**src/efpa_pkg.sv**
```systemverilog
`timescale 1ns / 1ps
package efpa_pkg;

  localparam int unsigned FRAME_W = 16;
  localparam int unsigned POS_W   = 14;
  localparam int unsigned OFS_W   = 18;
  localparam int unsigned DEG_W   = 19;
  localparam int unsigned RAD_W   = 21;
  localparam int unsigned GOOD_W  = 32;
  localparam int unsigned ERR_W   = 16;

  // scaled = floor((pos*184320 + 16383) / 32766), reduced by 3:
  // floor((pos*61440 + 5461) / 10922), done as a round-up reciprocal multiply
  localparam int unsigned SCL_W     = 17;
  localparam int unsigned NUM_W     = 30;
  localparam int unsigned RECIP_W   = 31;
  localparam int unsigned RPROD_W   = NUM_W + RECIP_W;
  localparam int unsigned RECIP_SH  = 44;
  localparam logic [NUM_W-1:0]   DEG_NUM  = NUM_W'(61440);
  localparam logic [NUM_W-1:0]   DEG_BIAS = NUM_W'(5461);
  localparam logic [RECIP_W-1:0] DEG_RECIP = RECIP_W'(1610711047);

  // wide signed working width for offset correction
  localparam int unsigned DIFF_W = 20;
  localparam logic signed [DIFF_W-1:0] DEG_MAX = 20'sd184320;
  localparam logic signed [DIFF_W-1:0] DEG_MIN = -20'sd184320;
  localparam int unsigned MAG_W = 18;

  // rad = round(mag * 4685083 / 2^20), halves away from zero
  localparam int unsigned RMUL_W  = 23;
  localparam int unsigned RSH     = 20;
  localparam int unsigned RADP_W  = MAG_W + RMUL_W;
  localparam logic [RMUL_W-1:0] RAD_MUL  = RMUL_W'(4685083);
  localparam logic [RADP_W-1:0] RAD_HALF = RADP_W'(1) << (RSH - 1);

  localparam int unsigned CFG_IDX_W = 1;
  localparam logic [CFG_IDX_W-1:0] CFG_ANGLE_OFFSET      = 1'b0;
  localparam logic [CFG_IDX_W-1:0] CFG_REVERSE_DIRECTION = 1'b1;

  typedef struct packed {
    logic ld1;
    logic ld2;
    logic ld3;
  } pipe_ld_t;

  typedef struct packed {
    logic                    ok;
    logic [POS_W-1:0]        pos;
    logic signed [DEG_W-1:0] deg;
    logic signed [RAD_W-1:0] rad;
  } conv_res_t;

endpackage

```
**src/efpa_datapath.sv**
```systemverilog
`timescale 1ns / 1ps
module efpa_datapath
  import efpa_pkg::*;
(
  input  logic                    clk_i,
  input  pipe_ld_t                ld_i,
  input  logic [FRAME_W-1:0]      raw_frame_i,
  input  logic signed [OFS_W-1:0] offset_i,
  input  logic                    reverse_i,
  output conv_res_t               res_o
);

  // stage 1: frame register
  logic [FRAME_W-1:0] frame_q;

  // stage 2: parity and scaled angle
  logic             s2_ok_q;
  logic [POS_W-1:0] s2_pos_q;
  logic [SCL_W-1:0] s2_scl_q;

  // stage 3: corrected angle, sign and magnitude
  logic                    s3_ok_q;
  logic [POS_W-1:0]        s3_pos_q;
  logic signed [DEG_W-1:0] s3_deg_q;
  logic [MAG_W-1:0]        s3_mag_q;
  logic                    s3_neg_q;

  logic                      par_ok;
  logic [NUM_W-1:0]          num;
  logic [RPROD_W-1:0]        rprod;
  logic signed [DIFF_W-1:0]  diff;
  logic signed [DIFF_W-1:0]  dir;
  logic signed [DIFF_W-1:0]  clamped;
  logic signed [DIFF_W-1:0]  absval;
  logic [RADP_W-1:0]         radp;
  logic [RAD_W-1:0]          rmag;

  // odd parity: bit 14 over even bits, bit 15 over odd bits
  assign par_ok = (^(frame_q & 16'h5555)) & (^(frame_q & 16'hAAAA));
  assign num    = NUM_W'(frame_q[POS_W-1:0]) * DEG_NUM + DEG_BIAS;
  assign rprod  = RPROD_W'(num) * RPROD_W'(DEG_RECIP);

  always_comb begin
    diff = $signed({{(DIFF_W-SCL_W){1'b0}}, s2_scl_q}) - DIFF_W'(offset_i);
    dir  = reverse_i ? -diff : diff;
    if (dir > DEG_MAX) begin
      clamped = DEG_MAX;
    end else if (dir < DEG_MIN) begin
      clamped = DEG_MIN;
    end else begin
      clamped = dir;
    end
    absval = clamped[DIFF_W-1] ? -clamped : clamped;
  end

  assign radp = RADP_W'(s3_mag_q) * RADP_W'(RAD_MUL) + RAD_HALF;
  assign rmag = RAD_W'(radp[RADP_W-1:RSH]);

  always_ff @(posedge clk_i) begin
    if (ld_i.ld1) begin
      frame_q <= raw_frame_i;
    end
    if (ld_i.ld2) begin
      s2_ok_q  <= par_ok;
      s2_pos_q <= frame_q[POS_W-1:0];
      s2_scl_q <= rprod[RECIP_SH+SCL_W-1:RECIP_SH];
    end
    if (ld_i.ld3) begin
      s3_ok_q  <= s2_ok_q;
      s3_pos_q <= s2_pos_q;
      s3_deg_q <= clamped[DEG_W-1:0];
      s3_mag_q <= absval[MAG_W-1:0];
      s3_neg_q <= clamped[DIFF_W-1];
    end
  end

  always_comb begin
    res_o.ok  = s3_ok_q;
    res_o.pos = s3_pos_q;
    res_o.deg = s3_deg_q;
    res_o.rad = s3_neg_q ? -$signed(rmag) : $signed(rmag);
  end

endmodule

```
**src/encoder_frame_parity_angle_core.sv**
```systemverilog
`timescale 1ns / 1ps
// A result passes through the frame register, the scaling multiply, the
// offset/clamp and the radian multiply into the result register. Throughput:
// one item per cycle while out_stall_i is low, set by the 4-stage pipeline.
// Reset (async, active low): config to zero, held angles, position and both
// counters to zero, pipeline empty.
module encoder_frame_parity_angle_core
  import efpa_pkg::*;
(
  input  logic                        clk_i,
  input  logic                        rst_ni,
  input  logic                        in_valid_i,
  output logic                        in_stall_o,
  input  logic [FRAME_W-1:0]          raw_frame_i,
  output logic                        out_valid_o,
  input  logic                        out_stall_i,
  output logic                        parity_ok_o,
  output logic [POS_W-1:0]            position_o,
  output logic signed [DEG_W-1:0]     angle_degrees_o,
  output logic signed [RAD_W-1:0]     angle_radians_o,
  output logic [GOOD_W-1:0]           good_reads_o,
  output logic [ERR_W-1:0]            parity_errors_o,
  input  logic                        cfg_valid_i,
  output logic                        cfg_ready_o,
  input  logic [CFG_IDX_W-1:0]        cfg_index_i,
  input  logic [OFS_W-1:0]            cfg_data_i
);

  logic                    s1_vld_q, s2_vld_q, s3_vld_q, out_vld_q;
  logic                    s1_free, s2_free, s3_free, out_free;
  pipe_ld_t                ld;
  conv_res_t               res;

  logic signed [OFS_W-1:0] offset_q;
  logic                    reverse_q;

  logic                    ok_q;
  logic [POS_W-1:0]        pos_q;
  logic signed [DEG_W-1:0] deg_q;
  logic signed [RAD_W-1:0] rad_q;
  logic [GOOD_W-1:0]       good_q;
  logic [ERR_W-1:0]        err_q;

  // a stage takes new data when it is empty or its item moves on
  assign out_free = !out_vld_q || !out_stall_i;
  assign s3_free  = !s3_vld_q || out_free;
  assign s2_free  = !s2_vld_q || s3_free;
  assign s1_free  = !s1_vld_q || s2_free;

  assign in_stall_o = !s1_free;
  assign ld.ld1     = s1_free && in_valid_i;
  assign ld.ld2     = s2_free && s1_vld_q;
  assign ld.ld3     = s3_free && s2_vld_q;

  assign cfg_ready_o = 1'b1;

  efpa_datapath u_datapath (
    .clk_i       (clk_i),
    .ld_i        (ld),
    .raw_frame_i (raw_frame_i),
    .offset_i    (offset_q),
    .reverse_i   (reverse_q),
    .res_o       (res)
  );

  always_ff @(posedge clk_i or negedge rst_ni) begin
    if (!rst_ni) begin
      offset_q  <= '0;
      reverse_q <= 1'b0;
    end else if (cfg_valid_i && cfg_ready_o) begin
      unique case (cfg_index_i)
        CFG_ANGLE_OFFSET:      offset_q  <= $signed(cfg_data_i);
        CFG_REVERSE_DIRECTION: reverse_q <= cfg_data_i[0];
        default: ;
      endcase
    end
  end

  always_ff @(posedge clk_i or negedge rst_ni) begin
    if (!rst_ni) begin
      s1_vld_q  <= 1'b0;
      s2_vld_q  <= 1'b0;
      s3_vld_q  <= 1'b0;
      out_vld_q <= 1'b0;
    end else begin
      if (s1_free)  s1_vld_q  <= in_valid_i;
      if (s2_free)  s2_vld_q  <= s1_vld_q;
      if (s3_free)  s3_vld_q  <= s2_vld_q;
      if (out_free) out_vld_q <= s3_vld_q;
    end
  end

  // result register doubles as the held state and the counters
  always_ff @(posedge clk_i or negedge rst_ni) begin
    if (!rst_ni) begin
      ok_q   <= 1'b0;
      pos_q  <= '0;
      deg_q  <= '0;
      rad_q  <= '0;
      good_q <= '0;
      err_q  <= '0;
    end else if (out_free && s3_vld_q) begin
      ok_q <= res.ok;
      if (res.ok) begin
        pos_q <= res.pos;
        deg_q <= res.deg;
        rad_q <= res.rad;
        if (good_q != '1) good_q <= good_q + GOOD_W'(1);
        if (err_q != '0)  err_q  <= err_q - ERR_W'(1);
      end else begin
        if (err_q != '1)  err_q  <= err_q + ERR_W'(1);
      end
    end
  end

  assign out_valid_o     = out_vld_q;
  assign parity_ok_o     = ok_q;
  assign position_o      = pos_q;
  assign angle_degrees_o = deg_q;
  assign angle_radians_o = rad_q;
  assign good_reads_o    = good_q;
  assign parity_errors_o = err_q;

endmodule

```
**config.mk**
```make
export PLATFORM = sky130hd
export DESIGN_NAME = encoder_frame_parity_angle_core
export DESIGN_NICKNAME = d
export VERILOG_FILES = /design/src/efpa_pkg.sv /design/src/efpa_datapath.sv /design/src/encoder_frame_parity_angle_core.sv
export SDC_FILE = /design/constraint.sdc
export NUM_CORES = 1
export LEC_CHECK = 0
export BUFFER_PORTS_ARGS = -buffer_cell sky130_fd_sc_hd__buf_2
export CORE_MARGIN = 2
export CORE_UTILIZATION = 58
export DETAILED_ROUTE_END_ITERATION = 10
export HOLD_SLACK_MARGIN = 0.02
export PLACE_DENSITY = 0.81
export SKIP_CTS_REPAIR_TIMING = 1
export SLEW_MARGIN = 0
export SYNTH_ARGS = -nofsm -noshare
export SYNTH_HDL_FRONTEND = slang
export SYNTH_HIERARCHICAL = 1
export SYNTH_SLANG_ARGS = --single-unit
```
**constraint.sdc**
```tcl
create_clock -name clk_i -period 10.2 [get_ports clk_i]
set_input_delay 1.02 -clock clk_i [delete_from_list [all_inputs] [get_ports clk_i]]
set_output_delay 1.02 -clock clk_i [all_outputs]
set_load 0.05 [all_outputs]
```
# Word level (Yosys, flattened, before mapping)
# Index checks and enable logic that the tools add are counted.
dict set report totals {
  ff_bits 227
  in_bits 40
  output_inout_bits 106
  elab_cells 71
}
dict set report op_classes {
  addsub 9
  mul 3
  n_lt_le_gt_ge 2
  eq_ne 3
  muxes 8
  bitwise 2
  reduce_logical 23
}
# cell count
set op_table {}
lappend op_table {{multiplier 30 x 31 -> 61 bit (second input constant)} 1}
lappend op_table {{two-way mux 20 bit} 3}
lappend op_table {{two-way mux 16 bit} 3}
lappend op_table {{adder 41 x 20 -> 41 bit (second input constant)} 1}
lappend op_table {{multiplier 18 x 23 -> 41 bit (second input constant)} 1}
lappend op_table {{adder 32 x 1 -> 32 bit (second input constant)} 1}
lappend op_table {{inequality test 32 bit (second input constant)} 1}
lappend op_table {{parity 16 bit} 2}
lappend op_table {{adder 30 x 13 -> 30 bit (second input constant)} 1}
lappend op_table {{two-way mux 21 bit} 1}
lappend op_table {{negator 21 bit} 1}
lappend op_table {{> comparator 20 x 19 -> 1 bit (second input constant)} 1}
lappend op_table {{less-than comparator 20 x 19 -> 1 bit (second input constant)} 1}
lappend op_table {{negator 20 bit} 1}
lappend op_table {{subtractor 18 x 18 -> 19 bit} 1}
lappend op_table {{multiplier 14 x 4 -> 18 bit (second input constant)} 1}
lappend op_table {{two-way mux 18 bit} 1}
lappend op_table {{negator 18 bit} 1}
lappend op_table {{adder 16 x 1 -> 16 bit (second input constant)} 1}
lappend op_table {{inequality test 16 bit (second input constant)} 1}
lappend op_table {{nonzero test 16 bit} 1}
lappend op_table {{subtractor 16 x 1 -> 16 bit (second input constant)} 1}
lappend op_table {{zero test 1 bit} 6}
lappend op_table {{AND reduction 2 bit} 3}
lappend op_table {{7 further kinds} 14}

# Logic depth before layout (Yosys ltp)
dict set report depth {
  word_depth 8
  mapped_depth 44
  ltp_nobuf 43
}

# Hierarchy
# The synthesis kept the hierarchy.
# mod n_inst cells_each area_each_um2 seq_area_each_um2
set modules_own_cells {}
lappend modules_own_cells {efpa_datapath 1 2034 20320.7 3002.9}
lappend modules_own_cells {encoder_frame_parity_angle_core 1 584 5905.7 3153.0}

# Worst setup path after synthesis
# Ideal clock, no wire load.
dict set report synth_path {
  path_kind {reg-to-reg}
  startpoint {register u_datapath.frame_q[2]}
  endpoint {register u_datapath.s2_scl_q[16], data pin}
  setup_ns 0.260
  t_arrival_ns 9.733
  required_time_ns 9.940
  setup_slack_ns 0.207
  path_stages_with_launch 41
  n_path_buf 0
  period_less_slack_ns 9.993
  cell_sequence {edfxtp_1 -> inv_1 -> fa_1 -> fa_1 -> inv_1 -> ha_1 -> nor2b_1 -> o21a_1 -> o21ai_0 -> a21oi_1 -> or2_2 -> a211o_1 -> a31o_2 -> a21oi_1 -> xnor2_1 -> nand3_1 -> xor2_1 -> xor2_1 -> (+5 left out) -> fa_1 -> fa_1 -> inv_1 -> fa_1 -> ha_1 -> ha_1 -> nand4_1 -> a211oi_1 -> a2111oi_0 -> nand3_1 -> o311a_1 -> nand4_1 -> a31oi_1 -> a41oi_1 -> o21ai_1 -> a31o_2 -> a21oi_1 -> xnor2_1}
}
dict set report synth_between {
  elab_chain_cells 3
}
# item line
set synth_rtl {}
lappend synth_rtl {{start, declared} efpa_datapath.sv:14} ;# logic [FRAME_W-1:0] frame_q;
lappend synth_rtl {{start signal, assigned} efpa_datapath.sv:61} ;# frame_q <= raw_frame_i;
lappend synth_rtl {{multiplier 14 x 4 -> 18 bit} efpa_datapath.sv:40} ;# assign num = NUM_W'(frame_q[POS_W-1:0]) * DEG_NUM + DEG_BIAS;
lappend synth_rtl {{adder 30 x 13 -> 30 bit} efpa_datapath.sv:40}
lappend synth_rtl {{multiplier 30 x 31 -> 61 bit} efpa_datapath.sv:41} ;# assign rprod = RPROD_W'(num) * RPROD_W'(DEG_RECIP);
lappend synth_rtl {{named net u_datapath.rprod[60]} efpa_datapath.sv:30} ;# logic [RPROD_W-1:0] rprod;
lappend synth_rtl {{end signal, assigned} efpa_datapath.sv:66} ;# s2_scl_q <= rprod[RECIP_SH+SCL_W-1:RECIP_SH];
lappend synth_rtl {{end, declared} efpa_datapath.sv:19} ;# logic [SCL_W-1:0] s2_scl_q;
# The timed path passes the listed nets, and every way through them passes these cells.
# A chain may end at the register's enable or synchronous reset.

# Final worst setup path
dict set report layout_path {
  startpoint {register u_datapath.frame_q[1]}
  endpoint {register u_datapath.s2_scl_q[16], data pin}
}
# Same word-level chain as after synthesis.

==> flow_summary.json <==
{
  "status": "completed",
  "syn_area_um2": 26200,
  "ff2ff_path_depth": 41,
  "synth_top_family_by_area": "adder cells",
  "slew-limit-headroom_pct": 28.6,
  "crit_arrival_ns": 10.25,
  "dp_hpwl_um": 50100,
  "cts-root-buf": "clkbuf_16",
  "finalCritPeriodShare_pct": 97.5,
  "fin_skew_ns": 0.0133,
  "die_area_um2": 46900,
  "cts.clk_slew.worst_paths_ns": 0.06,
  "vias_per_cell": 5.64,
  "syn_to_final_growth_pct": 11.0,
  "route.detailed.drc": 0,
  "cpPeakStageDelay_ns": 0.56,
  "synth-xor-area-share_pct": 6.56,
  "synthMuxAreaShare_pct": 1.33,
  "synthAdderAreaFrac_pct": 39.8,
  "cts_buffers": 27,
  "ys_top_cells_by_count": "470 x ha_1, 440 x inv_1, 270 x nand2_1, 228 x fa_1, 126 x dfrtp_1",
  "hp-class": "in2async",
  "drive_above_1_share_pct": 14.1,
  "cts_tree": "built",
  "place_congestion": 1.01,
  "maxCapViolations": 0,
  "synth_compound_area_share_pct": 9.80,
  "core_um2": 44400,
  "initial_utilization_pct": 59.1,
  "dr.pass1.iters": 5,
  "rsz0062_at_grt": "yes",
  "io_pins": 146,
  "final_nets": 3531,
  "yosysSeqAreaShare_pct": 23.5,
  "grt_pass1_vias": 19999,
  "ctsLongestPathBuffers": 3,
  "synth-seq-cells": 226,
  "synthSimpleGateAreaFrac_pct": 11.9,
  "syn_inst": 2618,
  "die_w_um": 217,
  "drv_slew": 0,
  "crit_slowest_cell": "fa_1",
  "num_vias": 19188,
  "antenna_found_initial": 0,
  "final-setup-viol-count": 0,
  "wire_per_inst_um": 18.0,
  "grt_max_degree": 84,
  "antenna_left": 0,
  "drt-initial-drc-count": 1091,
  "htreeDepth": 1,
  "gr-total-overflow": 0,
  "grt_pass1_wl_um": 98800,
  "n_antenna_cell": 0,
  "async_flop_share_pct": 55.8,
  "ys.flop_type": "dfrtp_1",
  "synth_fp_nets": 3356,
  "rows": 77,
  "synth_most_common_cell": "ha_1",
  "clock.fmax_mhz": 101,
  "fin_crit_ns": 9.95,
  "syn_area_per_cell_um2": 10.0,
  "die_h_um": 217,
  "synthDistinctLibCells": 114,
  "port_buffers": 144,
  "cp-start-kind": "register",
  "synth_top_area_share_pct": 22.4,
  "clock-sinks": 226,
  "worst-slew-pin-transition_ns": 1.07,
  "cp_max_fo": 4,
  "synthTopCellsByArea": "ha_1 22%, fa_1 17%, dfrtp_1 12%",
  "grt_use_total_pct": 26.1,
  "synth.largest_area_cell": "ha_1",
  "synth_edf_count": 100,
  "wirelength_um": 61400,
  "whs_ns": 0.360,
  "yosysWarnings": 6,
  "clock_latency_ns": 0.56,
  "critPathKind": "reg2reg",
  "endpoint_kind": "register",
  "critPathRequiredTime_ns": 10.50,
  "hold_viol": 0
}
[cell usage in the layout (no fill, tap or decap), types with 46 or more instances in the layout]
| master | n |
|---|---|
| ha_1 | 458 |
| inv_1 | 434 |
| nand2_1 | 270 |
| fa_1 | 222 |
| buf_2 | 143 |
| dfrtp_1 | 126 |
| xnor2_1 | 115 |
| edfxtp_1 | 100 |
| nor2_1 | 97 |
| a21oi_1 | 80 |
| xor2_1 | 63 |
| o21ai_0 | 59 |
| buf_4 | 46 |
[layout make-up]
| cell class | count | area [um2] |
|---|---|---|
| clock buffer | 38 | 759 |
| clock inverter | 11 | 113 |
| fill | 3410 | 15300 |
| inverter | 441 | 1660 |
| multi-input combinational | 1907 | 18600 |
| sequential | 226 | 6160 |
| tap | 592 | 741 |
| timing repair buffer | 190 | 1070 |
[through the flow]
step / cell area [um2] / TNS (ns) / setup slack [ns] / utilization, % / instances
finish: 29100 / 0 / 0.250 / 65.5 / 3405
global route: 29100 / -0.210 / -0.144 / 65.5 / 3405
CTS: 28600 / -0.688 / -0.354 / 64.4 / 3393
detailed placement: 27700 / -0.632 / -0.337 / 62.5 / 3344
global placement: 27700 / 0 / 0.0622 / 62.5 / 3344
floorplan: 26200 / 0 / 0.207 / - / 2618
[critical path: cells and delay by family, from the launching register on]
family,cells,cell delay [ns]
xor+xnor,4,0.75
compound gates,13,2.29
simple gates,7,1.28
flops,1,0.47
fa+ha+maj,12,4.40
buf+inv,5,0.50
[flip-flops by register name (all words and copies together), names as in the netlist, 16 cells and up]
name / flops
parity_errors_o: 16
angle_degrees_o: 19
u_datapath/s2_scl_q: 17
offset_q: 18
angle_radians_o: 21
good_reads_o: 32
u_datapath/frame_q: 16
u_datapath/s3_mag_q: 18
u_datapath/s3_deg_q: 18
[worst paths after layout]
| kind | slack (ns) | endpoint | from |
|---|---|---|---|
| worst max-delay path | 0.25 | u_datapath/s2_scl_q[16] | u_datapath/frame_q[1] |
| min in group clk_i | 0.42 | u_datapath/s3_pos_q[7] | u_datapath/s2_pos_q[7] |
| worst min register to register | 0.42 | u_datapath/s3_pos_q[7] | u_datapath/s2_pos_q[7] |
| worst min-delay path | 0.36 | angle_radians_o[8] | rst_ni |
| worst max register to register | 0.25 | u_datapath/s2_scl_q[16] | u_datapath/frame_q[1] |
| max in group asynchronous | 8.44 | angle_degrees_o[9] | rst_ni |
[routing by layer]
| layer | vias to the layer above | GRT usage (%) | part of all wire, % |
|---|---|---|---|
| li1 | 9161 | - | - |
| met5 | - | 0 | 0 |
| met4 | 0 | 10.1 | 4.3 |
| met3 | 130 | 3.07 | 3.9 |
| met2 | 425 | 46.7 | 51 |
| met1 | 9472 | 32.3 | 41 |
[cells by family after synthesis]
kind of cell	count (synthesis)
xor+xnor	192
buf+inv	485
other cells	1
compound gates	366
simple gates	618
fa+ha+maj	698
flops	226
mux	32
Power is not shown: default switching activity piles up to over one toggle a cycle in this logic, so the estimate is an artifact.
